[src/rtl/tilt_complementary_filter_defines.svh]
// assertion macros for the tilt complementary filter
// no dependencies; included by files that carry concurrent assertions
`ifndef TILT_COMPLEMENTARY_FILTER_DEFINES_SVH
`define TILT_COMPLEMENTARY_FILTER_DEFINES_SVH
`ifndef NO_ASSERTIONS
// checked property, quiet while reset is asserted
`define TCF_ASSERT(lbl, prop, msg) \
  lbl: assert property (@(posedge clk_i) disable iff (!rst_ni) prop) else $error(msg);
// checked property, also evaluated during reset
`define TCF_ASSERT_NR(lbl, prop, msg) \
  lbl: assert property (@(posedge clk_i) prop) else $error(msg);
`else
`define TCF_ASSERT(lbl, prop, msg)
`define TCF_ASSERT_NR(lbl, prop, msg)
`endif
`endif

[src/rtl/tcf_pkg.sv]
// shared types, widths and the arctangent table of the tilt filter
// no dependencies; imported by tcf_cordic, tilt_complementary_filter and the testbench
package tcf_pkg;

  // field and datapath widths
  localparam int IN_W       = 16;
  localparam int OUT_W      = 16;
  localparam int ANGLE_W    = 32;
  localparam int CORDIC_W   = 35;
  localparam int MUL_A_W    = 32;
  localparam int MUL_B_W    = 18;
  localparam int PROD_W     = 50;
  localparam int CFG_IDX_W  = 2;
  localparam int CFG_DATA_W = 17;
  localparam int GAIN_W     = 8;
  localparam int WEIGHT_W   = 16;
  localparam int GATE_W     = 17;
  localparam int MAG_W      = 18;
  localparam int WEIGHT_FRAC = 16;
  localparam int ATAN_DEPTH = 24;
  localparam int ATAN_IDX_W = 5;
  localparam int ATAN_FRAC  = 24;

  // configuration register indexes
  typedef enum logic [CFG_IDX_W-1:0] {
    REG_GYRO_GAIN    = 2'd0,
    REG_ACCEL_WEIGHT = 2'd1,
    REG_GATE_LOW     = 2'd2,
    REG_GATE_HIGH    = 2'd3
  } cfg_reg_e;

  // arctangent of 2^-i in degrees, 24 fraction bits
  localparam logic [31:0] ATAN_Q24 [ATAN_DEPTH] = '{
    32'd754974720, 32'd445687602, 32'd235489088, 32'd119537938, 32'd60000934,
    32'd30029717, 32'd15018523, 32'd7509720, 32'd3754917, 32'd1877466,
    32'd938734, 32'd469367, 32'd234684, 32'd117342, 32'd58671, 32'd29335,
    32'd14668, 32'd7334, 32'd3667, 32'd1833, 32'd917, 32'd458, 32'd229, 32'd115
  };

  // cordic start request and response
  typedef struct packed {
    logic                   start;
    logic signed [IN_W-1:0] num;
    logic signed [IN_W-1:0] den;
  } cordic_req_t;

  typedef struct packed {
    logic                      done;
    logic signed [ANGLE_W-1:0] angle;
  } cordic_rsp_t;

  // table entry rounded half up to frac fraction bits
  function automatic logic signed [ANGLE_W-1:0] atan_step(input logic [ATAN_IDX_W-1:0] idx,
                                                          input int unsigned frac);
    logic [31:0] half;
    logic [31:0] r;
    half = 32'd1 << (ATAN_FRAC - 1 - frac);
    r    = (ATAN_Q24[idx] + half) >> (ATAN_FRAC - frac);
    return signed'(r);
  endfunction

endpackage

[src/rtl/tcf_cordic.sv]
// iterative vectoring cordic for atan2, one micro-rotation per cycle
// depends on tcf_pkg
module tcf_cordic #(
  parameter int CORDIC_STEPS    = 16,
  parameter int ANGLE_FRAC_BITS = 16
) (
  input  logic                 clk_i,
  input  logic                 rst_ni,
  input  tcf_pkg::cordic_req_t req_i,
  output tcf_pkg::cordic_rsp_t rsp_o
);
  import tcf_pkg::*;

  localparam int ITER_W = $clog2(CORDIC_STEPS);
  localparam logic [ITER_W-1:0] LAST_ITER = ITER_W'(CORDIC_STEPS - 1);
  localparam logic signed [ANGLE_W-1:0] HALF_TURN =
    ANGLE_W'(180 * (1 << ANGLE_FRAC_BITS));

  logic                       busy_q;
  logic                       done_q;
  logic [ITER_W-1:0]          iter_q;
  logic signed [CORDIC_W-1:0] x_q, y_q;
  logic signed [ANGLE_W-1:0]  ang_q;

  logic signed [CORDIC_W-1:0] num_w, den_w, x0, y0, dx, dy;
  logic signed [ANGLE_W-1:0]  ang0, step;
  logic                       num_zero, den_neg;

  // operands scaled by 2^16, flipped into the right half plane
  assign num_zero = (req_i.num == '0);
  assign den_neg  = req_i.den[IN_W-1];
  assign num_w    = signed'({{(CORDIC_W-IN_W-16){req_i.num[IN_W-1]}}, req_i.num, 16'h0000});
  assign den_w    = signed'({{(CORDIC_W-IN_W-16){req_i.den[IN_W-1]}}, req_i.den, 16'h0000});
  assign x0       = den_neg ? -den_w : den_w;
  assign y0       = den_neg ? -num_w : num_w;

  // preloaded angle, covers the zero numerator case too
  always_comb begin
    ang0 = '0;
    if (num_zero) begin
      ang0 = den_neg ? HALF_TURN : '0;
    end else if (den_neg) begin
      ang0 = req_i.num[IN_W-1] ? -HALF_TURN : HALF_TURN;
    end
  end

  // shared shift and add for the current micro-rotation
  assign dx   = y_q >>> iter_q;
  assign dy   = x_q >>> iter_q;
  assign step = atan_step(ATAN_IDX_W'(iter_q), ANGLE_FRAC_BITS);

  // sequencer
  always_ff @(posedge clk_i or negedge rst_ni) begin
    if (!rst_ni) begin
      busy_q <= 1'b0;
      done_q <= 1'b0;
      iter_q <= '0;
    end else begin
      done_q <= (!busy_q && req_i.start && num_zero) || (busy_q && (iter_q == LAST_ITER));
      if (!busy_q) begin
        if (req_i.start) begin
          iter_q <= '0;
          if (!num_zero) begin
            busy_q <= 1'b1;
          end
        end
      end else begin
        if (iter_q == LAST_ITER) begin
          busy_q <= 1'b0;
        end
        iter_q <= iter_q + 1'b1;
      end
    end
  end

  // rotation datapath
  always_ff @(posedge clk_i) begin
    if (!busy_q && req_i.start) begin
      x_q   <= x0;
      y_q   <= y0;
      ang_q <= ang0;
    end else if (busy_q) begin
      if (y_q > 0) begin
        x_q   <= x_q + dx;
        y_q   <= y_q - dy;
        ang_q <= ang_q + step;
      end else begin
        x_q   <= x_q - dx;
        y_q   <= y_q + dy;
        ang_q <= ang_q - step;
      end
    end
  end

  assign rsp_o.done  = done_q;
  assign rsp_o.angle = ang_q;

endmodule

[src/rtl/tilt_complementary_filter.sv]
// tilt complementary filter: gyro steps for pitch and roll, then, if the magnitude gate
// passes, cordic and blend steps for each axis (the cordic ends early on a zero numerator)
// a new sample is taken only once the last result is registered, held off while a result
// waits; the shared cordic runs atan2 twice per blended sample, one micro-rotation a cycle
// one 32x18 multiplier serves the gyro terms and the blend products
// async active-low reset: angles zero, registers at their defaults, block idle
`include "tilt_complementary_filter_defines.svh"
module tilt_complementary_filter #(
  parameter int CORDIC_STEPS    = 16,
  parameter int ANGLE_FRAC_BITS = 16
) (
  input  logic                                 clk_i,
  input  logic                                 rst_ni,
  input  logic                                 cfg_we_i,
  input  logic [tcf_pkg::CFG_IDX_W-1:0]        cfg_index_i,
  input  logic [tcf_pkg::CFG_DATA_W-1:0]       cfg_wdata_i,
  input  logic                                 in_valid_i,
  output logic                                 in_ready_o,
  input  logic signed [tcf_pkg::IN_W-1:0]      accel_x_i,
  input  logic signed [tcf_pkg::IN_W-1:0]      accel_y_i,
  input  logic signed [tcf_pkg::IN_W-1:0]      accel_z_i,
  input  logic signed [tcf_pkg::IN_W-1:0]      gyro_x_i,
  input  logic signed [tcf_pkg::IN_W-1:0]      gyro_y_i,
  output logic                                 out_valid_o,
  input  logic                                 out_ready_i,
  output logic signed [tcf_pkg::OUT_W-1:0]     pitch_out_o,
  output logic signed [tcf_pkg::OUT_W-1:0]     roll_out_o,
  output logic                                 accel_used_o
);
  import tcf_pkg::*;

  localparam int SCALED_W = ANGLE_W + 6;
  localparam logic signed [SCALED_W-1:0] TRUNC_BIAS =
    SCALED_W'((64'd1 << ANGLE_FRAC_BITS) - 64'd1);
  localparam logic signed [PROD_W-1:0] ROUND_HALF = PROD_W'(32768);
  localparam logic [GATE_W-1:0] FULL_WEIGHT = GATE_W'(65536);

  typedef enum logic [8:0] {
    S_IDLE       = 9'b000000001,
    S_GYRO_MUL   = 9'b000000010,
    S_GYRO_ADD   = 9'b000000100,
    S_CORD_START = 9'b000001000,
    S_CORD_WAIT  = 9'b000010000,
    S_BLEND_KEEP = 9'b000100000,
    S_BLEND_ACC  = 9'b001000000,
    S_BLEND_SAT  = 9'b010000000,
    S_OUT        = 9'b100000000
  } state_e;

  state_e state_q, state_d;

  logic [GAIN_W-1:0]   gyro_gain_q;
  logic [WEIGHT_W-1:0] accel_weight_q;
  logic [GATE_W-1:0]   gate_low_q, gate_high_q;

  logic signed [IN_W-1:0]    ax_q, ay_q, az_q, gx_q, gy_q;
  logic                      used_q, axis_q;
  logic signed [ANGLE_W-1:0] pitch_q, roll_q, acc_q;
  logic signed [PROD_W-1:0]  mul_q, sum_q;

  logic signed [OUT_W-1:0] pitch_out_q, roll_out_q;
  logic                    used_out_q, out_valid_q;

  logic                      in_fire, out_free;
  logic [MAG_W-1:0]          mag_w;
  logic                      gate_pass;
  logic signed [ANGLE_W-1:0] cur_angle, new_angle;
  logic signed [MUL_A_W-1:0] mul_a;
  logic signed [MUL_B_W-1:0] mul_b;
  logic signed [PROD_W-1:0]  prod_w, gyro_sum, blend_sum;
  logic                      angle_we;
  cordic_req_t               cordic_req;
  cordic_rsp_t               cordic_rsp;

  // magnitude of one axis sample
  function automatic logic [IN_W:0] abs_axis(input logic signed [IN_W-1:0] v);
    logic signed [IN_W:0] e;
    e = {v[IN_W-1], v};
    return v[IN_W-1] ? (IN_W+1)'(0) - e : e;
  endfunction

  // clamp to the signed 32-bit angle range
  function automatic logic signed [ANGLE_W-1:0] sat_angle(input logic signed [PROD_W-1:0] v);
    logic [PROD_W-ANGLE_W:0] top;
    top = v[PROD_W-1:ANGLE_W-1];
    if (&top || ~|top) begin
      return v[ANGLE_W-1:0];
    end
    return v[PROD_W-1] ? {1'b1, {(ANGLE_W-1){1'b0}}} : {1'b0, {(ANGLE_W-1){1'b1}}};
  endfunction

  // degrees times 40, truncated toward zero, clamped to 16 bits
  function automatic logic signed [OUT_W-1:0] to_out(input logic signed [ANGLE_W-1:0] a);
    logic signed [SCALED_W-1:0] t;
    logic signed [SCALED_W-1:0] q;
    logic [SCALED_W-OUT_W:0]    top;
    t = (SCALED_W'(a) <<< 5) + (SCALED_W'(a) <<< 3);
    if (t < 0) begin
      t = t + TRUNC_BIAS;
    end
    q   = t >>> ANGLE_FRAC_BITS;
    top = q[SCALED_W-1:OUT_W-1];
    if (&top || ~|top) begin
      return q[OUT_W-1:0];
    end
    return q[SCALED_W-1] ? {1'b1, {(OUT_W-1){1'b0}}} : {1'b0, {(OUT_W-1){1'b1}}};
  endfunction

  assign in_ready_o = (state_q == S_IDLE);
  assign in_fire    = in_valid_i && in_ready_o;
  assign out_free   = !out_valid_q || out_ready_i;

  // magnitude gate, evaluated on the incoming sample
  assign mag_w = MAG_W'(abs_axis(accel_x_i)) + MAG_W'(abs_axis(accel_y_i))
               + MAG_W'(abs_axis(accel_z_i));
  assign gate_pass = (mag_w > MAG_W'(gate_low_q)) && (mag_w < MAG_W'(gate_high_q));

  // configuration registers
  always_ff @(posedge clk_i or negedge rst_ni) begin
    if (!rst_ni) begin
      gyro_gain_q    <= GAIN_W'(10);
      accel_weight_q <= WEIGHT_W'(1311);
      gate_low_q     <= GATE_W'(8192);
      gate_high_q    <= GATE_W'(32768);
    end else if (cfg_we_i) begin
      case (cfg_reg_e'(cfg_index_i))
        REG_GYRO_GAIN:    gyro_gain_q    <= cfg_wdata_i[GAIN_W-1:0];
        REG_ACCEL_WEIGHT: accel_weight_q <= cfg_wdata_i[WEIGHT_W-1:0];
        REG_GATE_LOW:     gate_low_q     <= cfg_wdata_i[GATE_W-1:0];
        REG_GATE_HIGH:    gate_high_q    <= cfg_wdata_i[GATE_W-1:0];
        default: ;
      endcase
    end
  end

  assign cur_angle = axis_q ? roll_q : pitch_q;

  // shared multiplier operand select
  always_comb begin
    mul_a = '0;
    mul_b = '0;
    case (state_q)
      S_GYRO_MUL: begin
        mul_a = signed'(MUL_A_W'(gyro_gain_q));
        mul_b = axis_q ? MUL_B_W'(gy_q) : MUL_B_W'(gx_q);
      end
      S_BLEND_KEEP: begin
        mul_a = cur_angle;
        mul_b = signed'({1'b0, FULL_WEIGHT - GATE_W'(accel_weight_q)});
      end
      S_BLEND_ACC: begin
        mul_a = acc_q;
        mul_b = signed'({2'b00, accel_weight_q});
      end
      default: ;
    endcase
  end

  assign prod_w = mul_a * mul_b;

  // gyro integration and blend result, both clamped
  assign gyro_sum  = PROD_W'(cur_angle) + (axis_q ? -mul_q : mul_q);
  assign blend_sum = (sum_q + mul_q) >>> WEIGHT_FRAC;
  assign new_angle = (state_q == S_GYRO_ADD) ? sat_angle(gyro_sum) : sat_angle(blend_sum);
  assign angle_we  = (state_q == S_GYRO_ADD) || (state_q == S_BLEND_SAT);

  // cordic request
  assign cordic_req.start = (state_q == S_CORD_START);
  assign cordic_req.num   = axis_q ? ax_q : ay_q;
  assign cordic_req.den   = az_q;

  tcf_cordic #(
    .CORDIC_STEPS    (CORDIC_STEPS),
    .ANGLE_FRAC_BITS (ANGLE_FRAC_BITS)
  ) u_cordic (
    .clk_i  (clk_i),
    .rst_ni (rst_ni),
    .req_i  (cordic_req),
    .rsp_o  (cordic_rsp)
  );

  // sequencer next state
  always_comb begin
    state_d = state_q;
    case (state_q)
      S_IDLE:       if (in_fire) state_d = S_GYRO_MUL;
      S_GYRO_MUL:   state_d = S_GYRO_ADD;
      S_GYRO_ADD: begin
        if (!axis_q) begin
          state_d = S_GYRO_MUL;
        end else begin
          state_d = used_q ? S_CORD_START : S_OUT;
        end
      end
      S_CORD_START: state_d = S_CORD_WAIT;
      S_CORD_WAIT:  if (cordic_rsp.done) state_d = S_BLEND_KEEP;
      S_BLEND_KEEP: state_d = S_BLEND_ACC;
      S_BLEND_ACC:  state_d = S_BLEND_SAT;
      S_BLEND_SAT:  state_d = axis_q ? S_OUT : S_CORD_START;
      S_OUT:        if (out_free) state_d = S_IDLE;
      default:      state_d = S_IDLE;
    endcase
  end

  // control state and kept angles
  always_ff @(posedge clk_i or negedge rst_ni) begin
    if (!rst_ni) begin
      state_q <= S_IDLE;
      used_q  <= 1'b0;
      axis_q  <= 1'b0;
      pitch_q <= '0;
      roll_q  <= '0;
    end else begin
      state_q <= state_d;
      if (in_fire) begin
        used_q <= gate_pass;
        axis_q <= 1'b0;
      end else if (state_q == S_GYRO_ADD || state_q == S_BLEND_SAT) begin
        axis_q <= !axis_q;
      end
      if (angle_we) begin
        if (axis_q) begin
          roll_q <= new_angle;
        end else begin
          pitch_q <= new_angle;
        end
      end
    end
  end

  // sample and product registers
  always_ff @(posedge clk_i) begin
    if (in_fire) begin
      ax_q <= accel_x_i;
      ay_q <= accel_y_i;
      az_q <= accel_z_i;
      gx_q <= gyro_x_i;
      gy_q <= gyro_y_i;
    end
    if (state_q == S_CORD_WAIT && cordic_rsp.done) begin
      acc_q <= cordic_rsp.angle;
    end
    if (state_q == S_GYRO_MUL || state_q == S_BLEND_KEEP || state_q == S_BLEND_ACC) begin
      mul_q <= prod_w;
    end
    if (state_q == S_BLEND_ACC) begin
      sum_q <= mul_q + ROUND_HALF;
    end
  end

  // output register
  always_ff @(posedge clk_i or negedge rst_ni) begin
    if (!rst_ni) begin
      out_valid_q <= 1'b0;
    end else begin
      if (state_q == S_OUT && out_free) begin
        out_valid_q <= 1'b1;
      end else if (out_ready_i) begin
        out_valid_q <= 1'b0;
      end
    end
  end

  always_ff @(posedge clk_i) begin
    if (state_q == S_OUT && out_free) begin
      pitch_out_q <= to_out(pitch_q);
      roll_out_q  <= to_out(roll_q);
      used_out_q  <= used_q;
    end
  end

  assign out_valid_o  = out_valid_q;
  assign pitch_out_o  = pitch_out_q;
  assign roll_out_o   = roll_out_q;
  assign accel_used_o = used_out_q;

  // checks
  `TCF_ASSERT(a_busy_after_transfer, in_fire |=> !in_ready_o, "ready right after input transfer")
  `TCF_ASSERT(a_cordic_only_gated, cordic_req.start |-> used_q, "cordic started without gate pass")
  `TCF_ASSERT(a_cordic_done_in_wait, cordic_rsp.done |-> (state_q == S_CORD_WAIT), "cordic done outside wait")
  `TCF_ASSERT(a_out_stall_holds, (state_q == S_OUT && !out_free) |=> (state_q == S_OUT), "left output step while result pending")

endmodule

[config.mk]
export PLATFORM = sky130hd
export DESIGN_NAME = tilt_complementary_filter
export DESIGN_NICKNAME = d
export VERILOG_FILES = /design/src/rtl/tcf_pkg.sv /design/src/rtl/tcf_cordic.sv /design/src/rtl/tilt_complementary_filter.sv
export VERILOG_INCLUDE_DIRS = /design/src /design/src/rtl
export SDC_FILE = /design/constraint.sdc
export NUM_CORES = 2
export LEC_CHECK = 0
export ABC_AREA = 1
export BUFFER_PORTS_ARGS = -buffer_cell sky130_fd_sc_hd__buf_2
export CAP_MARGIN = 20
export CORE_ASPECT_RATIO = 2
export CORE_MARGIN = 1.5
export CORE_UTILIZATION = 28
export CTS_CLUSTER_DIAMETER = 50
export CTS_CLUSTER_SIZE = 16
export DETAILED_ROUTE_END_ITERATION = 12
export PLACE_DENSITY_LB_ADDON = 0.08
export SYNTH_ARGS = -nofsm -noshare
export SYNTH_HDL_FRONTEND = slang
export SYNTH_SLANG_ARGS = --single-unit
[constraint.sdc]
create_clock -name clk_i -period 17.45 [get_ports clk_i]
set_clock_uncertainty 0.1 [all_clocks]
set_input_delay 0.8725 -clock clk_i [delete_from_list [all_inputs] [get_ports clk_i]]
set_output_delay 0.8725 -clock clk_i [all_outputs]
set_load 0.05 [all_outputs]
==> impl.org <==
** Drt
- After detailed routing, the met2 layer carries 198000 um of wire.
- Routed WL per cell :: between 20 and 30 um
- Antenna Violating Nets Remaining :: 0
- For this block, wires on met1 add up to 102000 um.
- Detailed-route wire length :: ~350000 um
- Number of remaining DRC errors :: 0
- Wire length on met3 :: just under 8000 um
- After detailed routing, the number of vias per cell comes to roughly 4.9.
- DRT iter0 DRCs :: around 3500
- Uppermost layer routed :: met5
- The detailed router placed between 60000 and 70000 vias in this run.
- Before antenna repair, the detailed router went through 8 iterations.

** Timing
- Setup-failing EPs final :: 0
- Count of pins over their slew limit :: 0
- Tmin final :: about 10 ns
- Share of the cycle needed by the critical path after routing :: between 50% and 60%
- Summed over all failing endpoints, the final setup total negative slack is 0 ns.
- RSZ-0062 raised after global routing :: false
- Headroom to the max-slew limit came out at between 10% and 20%.
- Highest achievable clock rate :: 101 MHz
- The hold violation count in the final report came to 0.
- Tightest Pin Transition :: between 1 and 1.5 ns

** Die
- Chip width :: 355 um
- Die span in y :: about 710 um
- For this configuration, the core starts out at a cell density of ~28%.
- After floorplanning, the core was sized to cover ~0.25 mm^2.
- Count of pins on the block boundary :: ~140
- Overall die area :: 0.251 mm^2
- Number of placement rows :: between 200 and 300

** Setup path
- STA puts the critical path data arrival time at ~10 ns.
- Cell repeated most along the worst path :: sky130_fd_sc_hd__fa_1
- In this run the worst setup path begins at state_q[8].
- The critical path in this run is classified as flop to flop.
- Data on the critical path is required at its endpoint by 17.83 ns.
- The worst register-to-register path has a setup slack of between 7 and 8 ns.
- Path depth of the worst reg2reg path :: 26
- Worst-path fanout max :: 23
- Worst flop-to-flop path endpoint :: mul_q[35]
- The worst setup path is launched from a flop.
- Worst flop-to-flop path startpoint :: state_q[8]
- Longest individual stage delay on the worst path :: ~0.88 ns
- Crit path max-delay cell type :: sky130_fd_sc_hd__a21oi_1
- The worst setup path is captured at a flop.
- Capturing element of the worst setup path :: mul_q[35]

** Finish
- Synthesis-to-finish area growth :: 10.3%
- Fraction of final layout cells sized beyond drive strength 1 :: ~5.4%
- Post-layout net count :: around 11000

** Synthesis
- Average cell area after synthesis :: around 6.9 um^2
- Top cell types by occurrence after synthesis :: sky130_fd_sc_hd__nand2_1, sky130_fd_sc_hd__inv_1, sky130_fd_sc_hd__nor2_1
- For this run, the number of Yosys warnings is 0.
- EDFF count, synth :: between 300 and 400
- Synthesized instance count :: slightly above 10000
- The synthesized netlist occupies a cell area of ~0.07 mm^2.
- After synthesis, the netlist uses between 60 and 70 different library cells.
- Sorting the synthesized cells by area gives the leading types as sky130_fd_sc_hd__fa_1, sky130_fd_sc_hd__nand2_1, sky130_fd_sc_hd__edfxtp_1, sky130_fd_sc_hd__inv_1, sky130_fd_sc_hd__ha_1.
- After synthesis, the share of flip-flops with an asynchronous set or reset is approximately 29%.
- Summed over its instances, the top area cell type makes up around 17% of the synthesized netlist area.
- Dominant cell type by area after synthesis :: sky130_fd_sc_hd__fa_1
- Sequential cell area fraction in the yosys report :: 20.1%
- Predominant post-synthesis flop cell :: sky130_fd_sc_hd__edfxtp_1
- Flop and latch count out of synthesis :: 487
- sky130_fd_sc_hd__nand2_1 is the most common cell in the netlist.

** Global routing
- Global route total overflow :: 0
- Via count of the first global-routing pass :: about 70000
- Largest net degree at the start of global routing :: 71
- The number of antenna violations at the first check in global routing is 14.
- First-pass GRT wire length :: 488000 um
- Global routing consumed, over all layers together, 27.4% of the routing resources.

** Worst hold path
- Counting instances, the worst hold path has a depth of 1.
- Tightest Hold Check Type :: input port to flop
- In this run the most critical hold path is launched from gyro_x_i[1].

** Clock network
- The clock drives 487 sinks.
- Maximum buffer depth of the clock tree :: 3
- Clock transition at the registers of the reported paths :: 0.06 ns
- The number of gates resized after CTS was 0.
- Buffer type at the clock tree root :: sky130_fd_sc_hd__clkbuf_16
- Deepest level of the CTS H-tree :: 3
- Clock latency on the worst-skew pair, taken at its later pin, is about 0.71 ns.
- CTS tree :: yes
- Total CTS buffers :: 72

** Flow run
- Maximum Capacitance Violations :: 0

** Power and ir drop
- In this run, flip-flops and latches consume 14.9% of the power.
- Power spent charging and discharging nets :: 9.95 mW
- The worst-case IR drop observed on VDD is around 230 uV.
- The share of total power dissipated in the clock network is under 10%.
- Combinational fraction of design power :: about 76%
- Summed over all cells, the static leakage comes to 37.2 nW.
- PD cells :: about 220 mW/mm^2
- Overall Power :: around 16 mW
- Internal power consumption :: between 6 and 7 mW
- Fraction of power spent switching nets :: between 60% and 70%

** Place
- Detailed placement HPWL :: 297000 um
- Placer's final routability congestion estimate :: 0.960
- Buffers on Ports :: between 100 and 150

** Status
- Outcome :: complete, no violations
[sequential cells by signal, indices dropped and copies added (netlist names), 4 cells and up]
signal,flops
u_cordic.iter_q,4
ay_q,16
roll_out_o,16
mul_q,50
pitch_q,32
state_q,9
gate_low_q,17
gy_q,16
u_cordic.ang_q,32
az_q,16
gx_q,16
gate_high_q,17
u_cordic.x_q,35
pitch_out_o,16
roll_q,32
sum_q,50
accel_weight_q,16
ax_q,16
gyro_gain_q,8
acc_q,32
u_cordic.y_q,35
[cells by family after synthesis]
kind of cell / share of synthesized area (%)
DFF: 20.1
and+or+nand+nor: 28.4
AOI/OAI and AO/OA: 10.3
buffers and inverters: 11.4
adders and majority gates: 24.8
xor gates and xnor gates: 4.85
muxes: 0.0722
other: 0.00541
[layout make-up]
type                            instances  area, um^2
Antenna cell                            8        20.0
Multi-Input combinational cell       7490       47600
Clock inverter                         51         608
Clock buffer                           79        1860
Timing Repair Buffer                  235        1480
Inverter                             1830        6870
Sequential cell                       487       13900
Fill cell                           27600      170000
Tap cell                             3250        4070
[how the worst min path moves through the flow]
stage	to	slack (ns)
finish	gx_q[1]	0.23
global route	gy_q[1]	0.21
CTS	gx_q[1]	0.16
detailed placement	acc_q[0]	0.35
global placement	acc_q[0]	0.34
floorplan	accel_used_o	0.32
[repair_timing]
action                    in CTS  in global routing
hold buffers                   1                  0
hold endpoints to repair      23                  0
buffers inserted               0                  0
[metrics by stage]
| stage | hold slack, ns | instances | cell area (um^2) | setup WS [ns] | util [%] |
|---|---|---|---|---|---|
| after floorplan | 0.325 | 10100 | 69400 | 8.37 | - |
| after global placement | 0.340 | 13300 | 73900 | 7.23 | 30.0 |
| after detailed placement | 0.353 | 13300 | 73900 | 7.67 | 30.0 |
| after CTS | 0.156 | 13400 | 76400 | 7.59 | 31.0 |
| after global routing | 0.207 | 13400 | 76500 | 7.07 | 31.0 |
| final | 0.235 | 13400 | 76500 | 7.51 | 31.0 |
[cell usage in the layout, fill, tap and decap left out, drive strengths merged, types with 79 or more instances in the layout]
cell type	count
nand2	2920
inv	1844
nor2	926
fa	577
nand3	555
o21ai	555
a21oi	485
ha	450
edfxtp	347
xor2	276
buf	234
nand4	137
dfrtp	128
nor3	121
xnor2	108
clkbuf	79
[critical path, delay by kind of cell (launching register included)]
kind,cells,cell delay (ns)
compound gates,6,2.33
xor+xnor,1,0.29
fa+ha+maj,7,3.45
buf+inv,5,1.38
flops,1,0.58
simple gates,7,1.57
[metal layers]
metal	vias to the layer above	global-route usage [%]
met5	-	0
met1	32400	22.2
met2	1456	56.4
met4	2	24.8
li1	31900	-
met3	747	2.20
[power by group through the flow]
stage / combinational (mW) / clock, mW / sequential, mW
CTS: 12.5 / 1.61 / 2.46
detailed placement: 12.5 / 0 / 2.48
global route: 13.7 / 1.64 / 2.49
global placement: 12.4 / 0 / 2.48
finish: 12.4 / 1.56 / 2.46
floorplan: 8.16 / 0 / 2.19
Note: power is estimated with default switching activity, not from simulation.
